File: src/hdl/tile_cache_pixel_locator_macros.svh
// Assertion macros shared by the tile cache pixel locator RTL.
// Included by the modules that carry concurrent checks.
`ifndef TILE_CACHE_PIXEL_LOCATOR_MACROS_SVH
`define TILE_CACHE_PIXEL_LOCATOR_MACROS_SVH
`ifndef SYNTH
`define TCPL_ASSERT(lbl, clk, rst_n, prop, msg) \
    lbl: assert property (@(posedge clk) disable iff (!rst_n) prop) else $error(msg);
`define TCPL_ASSERT_NR(lbl, clk, prop, msg) \
    lbl: assert property (@(posedge clk) prop) else $error(msg);
`else
`define TCPL_ASSERT(lbl, clk, rst_n, prop, msg)
`define TCPL_ASSERT_NR(lbl, clk, prop, msg)
`endif
`endif

File: src/hdl/tcpl_pkg.sv
// Package for the tile cache pixel locator: widths, codes, reset values.
// No dependencies.
package tcpl_pkg;
    localparam int MaxWays = 16;
    localparam int WayW = $clog2(MaxWays);
    localparam int EntryW = 1 + 32 + 32;
    localparam int DivW = 16;

    localparam logic [15:0] RstWidth  = 16'd1024;
    localparam logic [15:0] RstHeight = 16'd1024;
    localparam logic [12:0] RstTile   = 13'd256;
    localparam logic [15:0] RstAcross = 16'd4;
    localparam logic [4:0]  RstWays   = 5'd4;

    localparam logic [2:0] RegWidth  = 3'd0;
    localparam logic [2:0] RegHeight = 3'd1;
    localparam logic [2:0] RegTile   = 3'd2;
    localparam logic [2:0] RegAcross = 3'd3;
    localparam logic [2:0] RegWays   = 3'd4;

    typedef struct packed {
        logic        oob;
        logic        hit;
        logic [3:0]  slot;
        logic [31:0] tile_number;
        logic [23:0] offset;
        logic        ev_valid;
        logic [31:0] ev_tile;
    } t_result;
endpackage

File: src/hdl/tcpl_ram.sv
// Generic single-port-write, single-read RAM with a registered read.
// No dependencies.
module tcpl_ram #(
    parameter int Width = 8,
    parameter int Depth = 16
) (
    input  logic                     i_clk,
    input  logic                     i_we,
    input  logic [$clog2(Depth)-1:0] i_waddr,
    input  logic [Width-1:0]         i_wdata,
    input  logic [$clog2(Depth)-1:0] i_raddr,
    output logic [Width-1:0]         o_rdata
);
    logic [Width-1:0] r_mem [Depth];
    logic [Width-1:0] r_rdata;

    always_ff @(posedge i_clk) begin
        if (i_we) begin
            r_mem[i_waddr] <= i_wdata;
        end
        r_rdata <= r_mem[i_raddr];
    end

    assign o_rdata = r_rdata;
endmodule

File: src/hdl/tcpl_divider.sv
// Restoring divider, one quotient bit per cycle, 16-bit dividend and divisor.
// Depends on tcpl_pkg.
module tcpl_divider (
    input  logic                      i_clk,
    input  logic                      i_rst_n,
    input  logic                      i_start,
    input  logic [tcpl_pkg::DivW-1:0] i_dividend,
    input  logic [tcpl_pkg::DivW-1:0] i_divisor,
    output logic                      o_done,
    output logic [tcpl_pkg::DivW-1:0] o_quot,
    output logic [tcpl_pkg::DivW-1:0] o_rem
);
    logic [4:0]  r_cnt;
    logic        r_busy;
    logic        r_done;
    logic [15:0] r_q;
    logic [16:0] r_r;
    logic [15:0] r_d;
    logic [16:0] n_shift;
    logic [17:0] n_diff;

    always_comb begin
        n_shift = {r_r[15:0], r_q[15]};
        n_diff  = {1'b0, n_shift} - {2'b00, r_d};
    end

    always_ff @(posedge i_clk) begin
        if (!i_rst_n) begin
            r_busy <= 1'b0;
            r_done <= 1'b0;
            r_cnt  <= '0;
        end else begin
            r_done <= 1'b0;
            if (i_start) begin
                r_busy <= 1'b1;
                r_cnt  <= 5'd16;
            end else if (r_busy) begin
                r_cnt <= r_cnt - 5'd1;
                if (r_cnt == 5'd1) begin
                    r_busy <= 1'b0;
                    r_done <= 1'b1;
                end
            end
        end
    end

    always_ff @(posedge i_clk) begin
        if (i_start) begin
            r_q <= i_dividend;
            r_r <= '0;
            r_d <= i_divisor;
        end else if (r_busy) begin
            if (!n_diff[17]) begin
                r_r <= n_diff[16:0];
                r_q <= {r_q[14:0], 1'b1};
            end else begin
                r_r <= n_shift;
                r_q <= {r_q[14:0], 1'b0};
            end
        end
    end

    assign o_done = r_done;
    assign o_quot = r_q;
    assign o_rem  = r_r[15:0];
endmodule

File: src/hdl/tile_cache_pixel_locator.sv
// Top level of the tile cache pixel locator: APB registers, stream ports,
// control sequencer, tag/stamp RAM. Depends on tcpl_pkg, tcpl_ram, tcpl_divider.
//
// Channel   Direction  Contents (low bits first)
// s_axis    in         tdata: pixel_x[15:0], pixel_y[31:16]
// m_axis    out        tdata: hit, slot, tile_number, offset_in_tile, evicted_valid,
//                      evicted_tile (94 bits padded to 96); tuser: out_of_bounds
// apb       in/out     registers at byte addresses 0,4,8,12,16
//
// An in-bounds item goes through four divides (x and y by the tile size, tile column
// by the column count, width minus one by the tile size), the StMul and StOff setup
// states, a read and a check per way in the hit sweep and, on a miss, in the victim
// sweep, and a write-back state before its result is valid.
// An out-of-bounds item has its result valid the cycle after acceptance.
// Reset empties every way by valid bits. One item is in work at a time; the next is
// accepted the cycle after the result transaction, and the result holds while m_axis stalls.
`include "tile_cache_pixel_locator_macros.svh"
module tile_cache_pixel_locator (
    input  logic        i_clk,
    input  logic        i_rst_n,
    input  logic        s_axis_tvalid,
    output logic        s_axis_tready,
    input  logic [31:0] s_axis_tdata,   // pixel_x[15:0], pixel_y[31:16]
    output logic        m_axis_tvalid,
    input  logic        m_axis_tready,
    // hit[0], slot[4:1], tile_number[36:5], offset_in_tile[60:37],
    // evicted_valid[61], evicted_tile[93:62], zeros[95:94]
    output logic [95:0] m_axis_tdata,
    output logic        m_axis_tuser,   // out_of_bounds[0]
    input  logic        psel,
    input  logic        penable,
    input  logic        pwrite,
    input  logic [4:0]  paddr,
    input  logic [31:0] pwdata,
    output logic [31:0] prdata,
    output logic        pready
);
    localparam logic [3:0] StIdle    = 4'd0;
    localparam logic [3:0] StDivX    = 4'd1;
    localparam logic [3:0] StDivY    = 4'd2;
    localparam logic [3:0] StDivCol  = 4'd3;
    localparam logic [3:0] StDivEdge = 4'd4;
    localparam logic [3:0] StMul     = 4'd5;
    localparam logic [3:0] StOff     = 4'd6;
    localparam logic [3:0] StHitRd   = 4'd7;
    localparam logic [3:0] StHitChk  = 4'd8;
    localparam logic [3:0] StVicRd   = 4'd9;
    localparam logic [3:0] StVicChk  = 4'd10;
    localparam logic [3:0] StWrite   = 4'd11;

    logic [15:0] r_width, r_height, r_across;
    logic [12:0] r_tile;
    logic [4:0]  r_ways;

    logic        wr_en;
    assign wr_en  = psel && penable && pwrite;
    assign pready = 1'b1;

    always_ff @(posedge i_clk) begin
        if (!i_rst_n) begin
            r_width  <= tcpl_pkg::RstWidth;
            r_height <= tcpl_pkg::RstHeight;
            r_tile   <= tcpl_pkg::RstTile;
            r_across <= tcpl_pkg::RstAcross;
            r_ways   <= tcpl_pkg::RstWays;
        end else if (wr_en) begin
            unique case (paddr[4:2])
                tcpl_pkg::RegWidth:  r_width  <= pwdata[15:0];
                tcpl_pkg::RegHeight: r_height <= pwdata[15:0];
                tcpl_pkg::RegTile:   r_tile   <= pwdata[12:0];
                tcpl_pkg::RegAcross: r_across <= pwdata[15:0];
                tcpl_pkg::RegWays:   r_ways   <= pwdata[4:0];
                default: ;
            endcase
        end
    end

    always_comb begin
        unique case (paddr[4:2])
            tcpl_pkg::RegWidth:  prdata = {16'd0, r_width};
            tcpl_pkg::RegHeight: prdata = {16'd0, r_height};
            tcpl_pkg::RegTile:   prdata = {19'd0, r_tile};
            tcpl_pkg::RegAcross: prdata = {16'd0, r_across};
            tcpl_pkg::RegWays:   prdata = {27'd0, r_ways};
            default:             prdata = '0;
        endcase
    end

    // Effective configuration.
    logic [12:0] ts;
    logic [15:0] wide;
    logic [4:0]  ways;
    assign ts   = (r_tile == 13'd0) ? 13'd1 : r_tile;
    assign wide = (r_across == 16'd0) ? 16'd1 : r_across;
    assign ways = (r_ways == 5'd0) ? 5'd1 :
                  (r_ways > 5'(tcpl_pkg::MaxWays)) ? 5'(tcpl_pkg::MaxWays) : r_ways;

    logic [3:0]  r_state;
    logic [15:0] r_y, r_tilex, r_tiley;
    logic [12:0] r_lx, r_ly;
    logic [31:0] r_tn, r_clock, r_minstamp;
    logic [12:0] r_twidth;
    logic        r_lastcol;
    logic [4:0]  r_idx;
    logic        r_hit;
    logic [3:0]  r_found;
    logic        r_evv;
    logic [31:0] r_evt;
    logic [tcpl_pkg::MaxWays-1:0] r_valid;
    tcpl_pkg::t_result r_res;
    logic        r_ovalid;
    logic [23:0] r_off;

    // One divider serves all four divides of an item, one after the other.
    logic        div_start, div_done;
    logic [15:0] div_q, div_dd, div_ds, div_r;
    always_comb begin
        div_dd = r_y;
        div_ds = {3'd0, ts};
        unique case (r_state)
            StIdle:   div_dd = s_axis_tdata[15:0];
            StDivY: begin
                div_dd = r_tilex;
                div_ds = wide;
            end
            StDivCol: div_dd = r_width - 16'd1;
            default: ;
        endcase
    end

    tcpl_divider u_div (
        .i_clk(i_clk), .i_rst_n(i_rst_n), .i_start(div_start),
        .i_dividend(div_dd), .i_divisor(div_ds),
        .o_done(div_done), .o_quot(div_q), .o_rem(div_r)
    );

    // Tag and stamp memory: {tag, stamp}; validity lives in r_valid.
    logic        ram_we;
    logic [3:0]  ram_waddr, ram_raddr;
    logic [63:0] ram_wdata, ram_rdata;
    tcpl_ram #(.Width(64), .Depth(tcpl_pkg::MaxWays)) u_ram (
        .i_clk(i_clk), .i_we(ram_we), .i_waddr(ram_waddr), .i_wdata(ram_wdata),
        .i_raddr(ram_raddr), .o_rdata(ram_rdata)
    );
    assign ram_raddr = r_idx[3:0];

    logic in_acc, out_acc, oob;
    assign s_axis_tready = (r_state == StIdle) && !r_ovalid;
    assign in_acc  = s_axis_tvalid && s_axis_tready;
    assign out_acc = m_axis_tvalid && m_axis_tready;
    assign oob = (s_axis_tdata[15:0] >= r_width) || (s_axis_tdata[31:16] >= r_height);
    assign div_start = (in_acc && !oob) ||
                       (div_done && (r_state == StDivX || r_state == StDivY ||
                                     r_state == StDivCol));

    // The tile number never exceeds 32 bits, so (tile_number - 1) mod the column
    // count is the tile column mod the column count.
    logic [31:0] mul_tn;
    assign mul_tn = 32'(r_tiley) * 32'(wide) + 32'(r_tilex) + 32'd1;
    logic [25:0] off_full;
    assign off_full = 26'(r_ly) * 26'(r_twidth) + 26'(r_lx);

    always_comb begin
        ram_we    = (r_state == StWrite) && !r_hit;
        ram_waddr = r_found;
        ram_wdata = {r_tn, r_clock + 32'd1};
        if (r_state == StWrite && r_hit) begin
            ram_we    = 1'b1;
            ram_wdata = {r_tn, r_clock};
        end
    end

    always_ff @(posedge i_clk) begin
        if (!i_rst_n) begin
            r_state  <= StIdle;
            r_ovalid <= 1'b0;
            r_valid  <= '0;
            r_clock  <= '0;
        end else begin
            if (out_acc) begin
                r_ovalid <= 1'b0;
            end
            unique case (r_state)
                StIdle: begin
                    if (in_acc) begin
                        r_y <= s_axis_tdata[31:16];
                        if (oob) begin
                            r_res.oob         <= 1'b1;
                            r_res.hit         <= 1'b0;
                            r_res.slot        <= '0;
                            r_res.tile_number <= '0;
                            r_res.offset      <= '0;
                            r_res.ev_valid    <= 1'b0;
                            r_res.ev_tile     <= '0;
                            r_ovalid <= 1'b1;
                        end else begin
                            r_state <= StDivX;
                        end
                    end
                end
                StDivX: begin
                    if (div_done) begin
                        r_tilex <= div_q;
                        r_lx    <= div_r[12:0];
                        r_state <= StDivY;
                    end
                end
                StDivY: begin
                    if (div_done) begin
                        r_tiley <= div_q;
                        r_ly    <= div_r[12:0];
                        r_state <= StDivCol;
                    end
                end
                StDivCol: begin
                    if (div_done) begin
                        r_lastcol <= (div_r == wide - 16'd1);
                        r_state   <= StDivEdge;
                    end
                end
                StDivEdge: begin
                    if (div_done) begin
                        // The rightmost column is narrowed to the remainder width.
                        r_twidth <= r_lastcol ? div_r[12:0] + 13'd1 : ts;
                        r_state  <= StMul;
                    end
                end
                StMul: begin
                    r_tn    <= mul_tn;
                    r_state <= StOff;
                end
                StOff: begin
                    r_off   <= off_full[23:0];
                    r_idx   <= '0;
                    r_hit   <= 1'b0;
                    r_state <= StHitRd;
                end
                StHitRd: begin
                    r_state <= StHitChk;
                end
                StHitChk: begin
                    if (r_valid[r_idx[3:0]] && ram_rdata[63:32] == r_tn) begin
                        r_hit   <= 1'b1;
                        r_found <= r_idx[3:0];
                        r_state <= StWrite;
                    end else if (r_idx + 5'd1 >= ways) begin
                        r_idx   <= '0;
                        r_evv   <= 1'b0;
                        r_state <= StVicRd;
                    end else begin
                        r_idx   <= r_idx + 5'd1;
                        r_state <= StHitRd;
                    end
                end
                StVicRd: begin
                    r_state <= StVicChk;
                end
                StVicChk: begin
                    if (!r_valid[r_idx[3:0]]) begin
                        r_found <= r_idx[3:0];
                        r_evv   <= 1'b0;
                        r_state <= StWrite;
                    end else begin
                        if (r_idx == 5'd0 || ram_rdata[31:0] < r_minstamp) begin
                            r_minstamp <= ram_rdata[31:0];
                            r_found    <= r_idx[3:0];
                            r_evt      <= ram_rdata[63:32];
                        end
                        if (r_idx + 5'd1 >= ways) begin
                            r_evv   <= 1'b1;
                            r_state <= StWrite;
                        end else begin
                            r_idx   <= r_idx + 5'd1;
                            r_state <= StVicRd;
                        end
                    end
                end
                StWrite: begin
                    r_valid[r_found] <= 1'b1;
                    r_clock <= r_clock + 32'd1;
                    r_res.oob         <= 1'b0;
                    r_res.hit         <= r_hit;
                    r_res.slot        <= r_found;
                    r_res.tile_number <= r_tn;
                    r_res.offset      <= r_off;
                    r_res.ev_valid    <= !r_hit && r_evv;
                    r_res.ev_tile     <= (!r_hit && r_evv) ? r_evt : 32'd0;
                    r_ovalid <= 1'b1;
                    r_state  <= StIdle;
                end
                default: r_state <= StIdle;
            endcase
        end
    end

    assign m_axis_tvalid = r_ovalid;
    assign m_axis_tuser  = r_res.oob;
    assign m_axis_tdata  = {2'b00, r_res.ev_tile, r_res.ev_valid, r_res.offset,
                            r_res.tile_number, r_res.slot, r_res.hit};

    `TCPL_ASSERT(a_busy_no_ready, i_clk, i_rst_n,
                 (r_state != StIdle) |-> !s_axis_tready, "ready while busy")
    `TCPL_ASSERT(a_oob_zero, i_clk, i_rst_n,
                 (m_axis_tvalid && m_axis_tuser) |-> (m_axis_tdata == 96'd0),
                 "oob result not zero")
    `TCPL_ASSERT(a_write_valid, i_clk, i_rst_n,
                 (r_state == StWrite) |=> r_valid[$past(r_found)], "written way not valid")
    `TCPL_ASSERT(a_hit_noevict, i_clk, i_rst_n,
                 (m_axis_tvalid && m_axis_tdata[0]) |-> !m_axis_tdata[61], "hit with eviction")
endmodule
File: config.mk
export PLATFORM = sky130hd
export DESIGN_NAME = tile_cache_pixel_locator
export DESIGN_NICKNAME = d
export VERILOG_FILES = /design/src/hdl/tcpl_pkg.sv /design/src/hdl/tcpl_ram.sv /design/src/hdl/tcpl_divider.sv /design/src/hdl/tile_cache_pixel_locator.sv
export VERILOG_INCLUDE_DIRS = /design/src /design/src/hdl
export SDC_FILE = /design/constraint.sdc
export NUM_CORES = 2
export LEC_CHECK = 0
export BUFFER_PORTS_ARGS = -buffer_cell sky130_fd_sc_hd__buf_2
export CAP_MARGIN = 20
export CORE_UTILIZATION = 55
export DETAILED_ROUTE_END_ITERATION = 10
export PLACE_DENSITY = 0.82
export SLEW_MARGIN = 20
export SYNTH_ARGS = -nofsm -noshare
export SYNTH_HDL_FRONTEND = slang
export SYNTH_SLANG_ARGS = --single-unit
File: constraint.sdc
create_clock -name i_clk -period 27.2 [get_ports i_clk]
set_clock_uncertainty 0.1 [all_clocks]
set_input_delay 0 -clock i_clk [delete_from_list [all_inputs] [get_ports i_clk]]
set_output_delay 0 -clock i_clk [all_outputs]
set_load 0.005 [all_outputs]
-- Word-level counts from Yosys, hierarchy flattened
Memories as Yosys holds them, arrays and structs flattened. A register that Yosys moved wholly into a read port is not among the register bits.
Cells that the tools add are included.
- bits in registers: 488
- RAM bits: 1024
- input port bits: 76
- output and inout port bits: 132
- logic and storage cells: 208
- memories kept: 1
- memories (memory ; depth ; width ; rd ports ; clocked after Yosys merged registers in ; write ports ; line ; RTL):
    u_ram.r_mem ; 16 ; 64 ; 1 ; 1 ; 1 ; tcpl_ram.sv:14 ; logic [Width-1:0] r_mem [Depth];
- add/sub/neg operators: 10
- multiply operators: 2
- $lt $le $gt $ge: 8
- eq/ne operators: 32
- mux-type cells: 61
- bitwise operators: 3
- reduce and logical (&&, ||, !) cells: 52
- operators by type and width (cell ; number):
    95-bit 2-to-1 mux ; 2
    95-bit case mux with 2 select lines ; 1
    16-bit case mux with 5 select lines ; 1
    32-bit by 1-bit adder with 32-bit output, second input constant ; 2
    16-bit 2-to-1 mux ; 4
    32-bit 2-to-1 mux ; 2
    16-bit case mux with 3 select lines ; 1
    4-bit 2-to-1 mux ; 11
    4-bit case mux with 11 select lines ; 1
    5-bit 2-to-1 mux ; 8
    13-bit 2-to-1 mux ; 3
    32-bit by 16-bit adder with 32-bit output ; 1
    32-bit == test ; 1
    16-bit greater-or-equal comparator ; 2
    32-bit < comparator ; 1
    16-bit by 16-bit multiplier with 32-bit output ; 1
    16-bit by 1-bit subtractor with 16-bit output, second input constant ; 2
    24-bit by 13-bit adder with 24-bit output ; 1
    13-bit by 13-bit multiplier with 24-bit output ; 1
    1-bit 2-to-1 mux ; 18
    3-bit AND reduction ; 6
    17-bit by 16-bit subtractor with 18-bit output ; 1
    16-bit == test ; 1
    4-bit by 3-bit == test with 1-bit output, second input constant ; 4
    41 further kinds ; 92

-- Depth between registers and ports, before layout
- word-level depth: 7
- mapped depth: 25
- gate-level depth less buffers: 23

-- Hierarchy
A second synthesis with hierarchy kept.
- cell total of the unflattened synthesis: 5399
- area total of the unflattened synthesis: 77297.9 um^2
- modules (own cells, without submodules) (module ; instances ; cells each ; area an instance (um^2) ; seq. area each (um^2)):
    tcpl_ram ; 1 ; 1647 ; 39581.7 ; 32030.7
    tile_cache_pixel_locator ; 1 ; 3477 ; 34760.8 ; 11811.3
    tcpl_divider ; 1 ; 275 ; 2955.3 ; 1421.4

-- Worst setup path after synthesis
No wires, ideal clock.
- path kind: reg-to-reg
- start: register r_height[0]
- end: register r_res, in the netlist m_axis_tdata[0], enable pin
- data arrival time: 7979 ps
- required time: 26434 ps
- slack: 18455 ps
- stages on the path, launching flop included: 11
- path buffers: 0
- clock period less this slack: 8745 ps
- cells stage by stage: dfxtp_1 -> ha_1 -> nand2b_1 -> a21oi_1 -> nor2b_1 -> o21ai_0 -> a2111oi_0 -> o41ai_1 -> nand3_1 -> a31oi_1 -> nor3_1
- cells in the longest elaborated chain, start to end: 4
- ends and longest elaborated chain (element ; line ; RTL):
    from (decl) ; tile_cache_pixel_locator.sv:51 ; logic [15:0] r_width, r_height, r_across;
    from (signal assigned) ; tile_cache_pixel_locator.sv:62 ; r_height <= tcpl_pkg::RstHeight;
    from (signal assigned) ; tile_cache_pixel_locator.sv:69 ; tcpl_pkg::RegHeight: r_height <= pwdata[15:0];
    16-bit greater-or-equal comparator ; tile_cache_pixel_locator.sv:151 ; assign oob = (s_axis_tdata[15:0] >= r_width) || (s_axis_tdata[31:16] >= r_height);
    1-bit logical OR ; tile_cache_pixel_locator.sv:151 ;
    2-bit != test (no line) ; n/a ;
    4-bit AND reduction (no line) ; n/a ;
    to (decl) ; tile_cache_pixel_locator.sv:110 ; tcpl_pkg::t_result r_res;
No other way between the ends.
A chain may end at the register's enable or synchronous reset.

-- Final worst setup path
- start: register r_across[12]
- end: register r_tn[30] (data pin)
- cells in the longest elaborated chain, start to end: 5
- ends and longest elaborated chain (element ; line ; RTL):
    from (decl) ; tile_cache_pixel_locator.sv:51 ;
    from (signal assigned) ; tile_cache_pixel_locator.sv:64 ; r_across <= tcpl_pkg::RstAcross;
    from (signal assigned) ; tile_cache_pixel_locator.sv:71 ; tcpl_pkg::RegAcross: r_across <= pwdata[15:0];
    16-bit zero test ; tile_cache_pixel_locator.sv:94 ; assign wide = (r_across == 16'd0) ? 16'd1 : r_across;
    16-bit 2-to-1 mux (*) ; tile_cache_pixel_locator.sv:94 ;
    16-bit by 16-bit multiplier with 32-bit output (*) ; tile_cache_pixel_locator.sv:159 ; assign mul_tn = 32'(r_tiley) * 32'(wide) + 32'(r_tilex) + 32'd1;
    32-bit by 16-bit adder with 32-bit output (*) ; tile_cache_pixel_locator.sv:159 ;
    32-bit by 1-bit adder with 32-bit output (*) ; tile_cache_pixel_locator.sv:159 ;
    via mul_tn[30] ; tile_cache_pixel_locator.sv:158 ; logic [31:0] mul_tn;
    to (signal assigned) ; tile_cache_pixel_locator.sv:229 ; r_tn <= mul_tn;
    to (decl) ; tile_cache_pixel_locator.sv:101 ; logic [31:0] r_tn, r_clock, r_minstamp;
Mark *: on every way through the listed nets, which the timed path passes. The rest lies on a longest branch.

==> reports/results.tsv <==
stage	metric	value	unit
power_and_ir_drop	Leakage	32.4	nW
synth	post-synthesis sequential area ratio	0.586	
layout	share of cells above drive strength 1	0.167	
floorplan	std cell rows	137	
layout	Layout Cells excl Fill	7516	
detailed_routing	DRC marker count from the first detailed-route iteration	5910	
sta	Final setup viols	0	
layout	most common cell after layout, fill and taps aside	edfxtp_1	
sta	min Tclk post-route	7.40	ns
sta	Hold Vio Cnt, Final	0	
clock_network	Clk Tree Root Cell	clkbuf_16	
layout	Area Growth Syn to Fin	12.5	%
worst_setup_path	Req. time, crit path	27.66	ns
worst_hold_path	Hold Crit Class	primary input to flop	
detailed_routing	DRT antenna net count	0	
floorplan	Die Y-Extent	377	um
floorplan	initial core utilization	0.554	
worst_setup_path	Startpoint Class	flop	
synth	Cell variety after synth	83	
global_route	gr ovfl total	0	
clock_network	CTS resizes	0	
worst_setup_path	Worst Path Class, Setup	flop to flop	
run_status	outcome	complete, no violations	
placed_design	Port-buffer cells	170	
global_route	initial antenna violation count	10	
floorplan	CORE AREA	139000	um^2
sta	Final Max Slew Viols	0	
synth	Synth Cell Area	77200	um^2
synth	Post-synth EDFFs	1370	
sta	RSZ-0062 raised after global routing	false	
worst_setup_path	Setup crit start	r_across[12]	
layout	final core utilization	0.623	
floorplan	IO Pins	208	
detailed_routing	DRC viols	0	
detailed_routing	drt total wl	202000	um
sta	period utilization	0.272	
synth	Yosys reg bits	1576	
layout	commonest cells after routing, fill and taps aside	edfxtp_1, inv_1, nand2_1	
synth	Post-Synthesis Cells	5230	
global_route	GRT Util Overall	0.283	
placed_design	dpl hpwl	113000	um
synth	yosys synthesis warning count	0	
placed_design	Placer Congestion	0.913	
detailed_routing	Routed wire per std cell	26.9	um
floorplan	die area	142000	um^2
detailed_routing	met3 WL	21600	um
worst_hold_path	Hold Path Stages	3	
global_route	vias in the first global route	47300	
clock_network	H-Tree Level Count	4	
worst_hold_path	Min-Delay Startpoint	i_rst_n	
power_and_ir_drop	Cell Pwr Density	60.1	nW/um^2
sta	fmax	0.135	GHz
global_route	pin count of the biggest net entering global routing	162	
clock_network	Reg clk slew, reported paths	0.06	ns
clock_network	CTS tree	yes	
detailed_routing	Metal-1 WL	71900	um
worst_setup_path	CP Capture Type	flop	
worst_setup_path	arrival time at the worst endpoint	7.86	ns
sta	worst slew pin tran	1.28	ns
layout	layout net count	6192	
detailed_routing	DRT Pass-1 Iters	9	
synth	Synth Flop Type	edfxtp_1	
floorplan	die width	377	um
detailed_routing	Top Metal Used	met5	
global_route	first-pass GRT wire length	296000	um
sta	Setup TNS Final	0	ns
worst_setup_path	Reg2Reg Depth	23	
detailed_routing	Vias per Instance	6.18	
sta	Slew HR	0.143	
placed_design	dpl cells	7112	
worst_setup_path	crit-path max FO	24	
synth	Post-synth ARST share	0	
power_and_ir_drop	peak supply drop	0.0000493	V
clock_network	Worst-Skew Late Latency	0.84	ns
detailed_routing	via count	46500	
clock_network	deepest clock path buffer count	3	
synth	syn avg cell area	14.8	um^2
sta	Hold WS	0.0793	ns
job	max_cap viols	0	
clock_network	CTS Sinks	1576	
detailed_routing	wire length on met2	98700	um
clock_network	TritonCTS buffer count	157	
worst_setup_path	reg-to-reg startpoint	r_across[12]	
## synth_stat cells (49+ instances only)
library cell / number / area, um^2
fa_1: 340 / 6810
mux4_2: 333 / 7500
a21oi_1: 176 / 881
ha_1: 279 / 3490
xnor2_1: 144 / 1260
clkbuf_1: 189 / 709
xor2_1: 49 / 429
edfxtp_1: 1370 / 41100
dfxtp_1: 206 / 4120
nor2_1: 213 / 800
and2_1: 280 / 1750
nand3_1: 55 / 275
nand2_1: 465 / 1750
o21ai_0: 54 / 270
inv_1: 535 / 2010
## cell families after synthesis
logic type      synth area share
xor+xnor                  0.0219
mux                        0.108
other cells            0.0000973
simple gates              0.0774
fa+ha+maj                  0.133
compound gates            0.0332
buf+inv                   0.0401
flops                      0.586
## flip-flops by register name, indices dropped and copies added (netlist names), 24 cells and up
name           count
u_ram.o_rdata     64
r_tn              32
r_off             24
r_clock           32
u_ram.r_mem     1024
m_axis_tdata      94
r_minstamp        32
r_evt             32
## power by group
| group | internal (mW) | total (mW) | switching (mW) |
|---|---|---|---|
| combinational | 0.114 | 0.264 | 0.150 |
| clock | 1.28 | 2.28 | 1.00 |
| sequential | 2.62 | 2.67 | 0.0486 |
| total | 4.02 | 5.22 | 1.20 |
## timing repair
action                                 in CTS  in global routing
hold buffers                              100                  0
setup buffers                               0                  0
endpoints found under the hold margin     148                  0
## layer usage
layer	global-route usage	vias to the layer above
met5	0	-
met4	0.124	6
met3	0.0573	652
met2	0.463	3305
met1	0.367	23300
li1	-	19200
## final timing paths
| check | endpoint | slack [ns] |
|---|---|---|
| worst max-delay path | r_tn[30] | 19.80 |
| worst min-delay path | r_height[10] | 0.08 |
| worst max register to register | r_tn[30] | 19.80 |
| worst min register to register | r_minstamp[0] | 0.33 |
## through the flow
stage               power, mW  setup slack, ns  instance area [um^2]
finish                   5.22            19.80                 86800
global placement         2.96            20.09                 80100
global route             5.34            19.52                 86800
floorplan                2.89            18.46                 77300
detailed placement       2.97            19.99                 80200
CTS                      5.22            19.98                 86600
## area by class of cell
cell class	count	area (um^2)
diodes	7	17.5
well taps	1876	2350
fillers	9388	52500
clock buffers	193	4220
flip-flops and latches	1576	45300
clock inverters	102	1250
repair buffers	347	2480
multi-input cells	2879	29200
inverters	536	2010
## worst max-delay path, cell delays in order (launching register included)
cell      delay [ns]
dfxtp_1         0.30
buf_4           0.25
nor4_1          0.51
nand2_1         0.15
nor4_2          0.28
a21o_1          0.82
nand2_1         0.18
fa_1            0.52
fa_1            0.52
inv_1           0.04
ha_1            0.26
inv_1           0.04
fa_1            0.47
inv_1           0.04
ha_1            0.40
nand2_1         0.18
a211oi_1        0.63
o21ai_1         0.21
a41oi_1         0.49
a21oi_1         0.15
nand3_1         0.15
a31oi_1         0.15
o21ai_1         0.19
xor2_1          0.08
(Power assumes the default switching activity.)
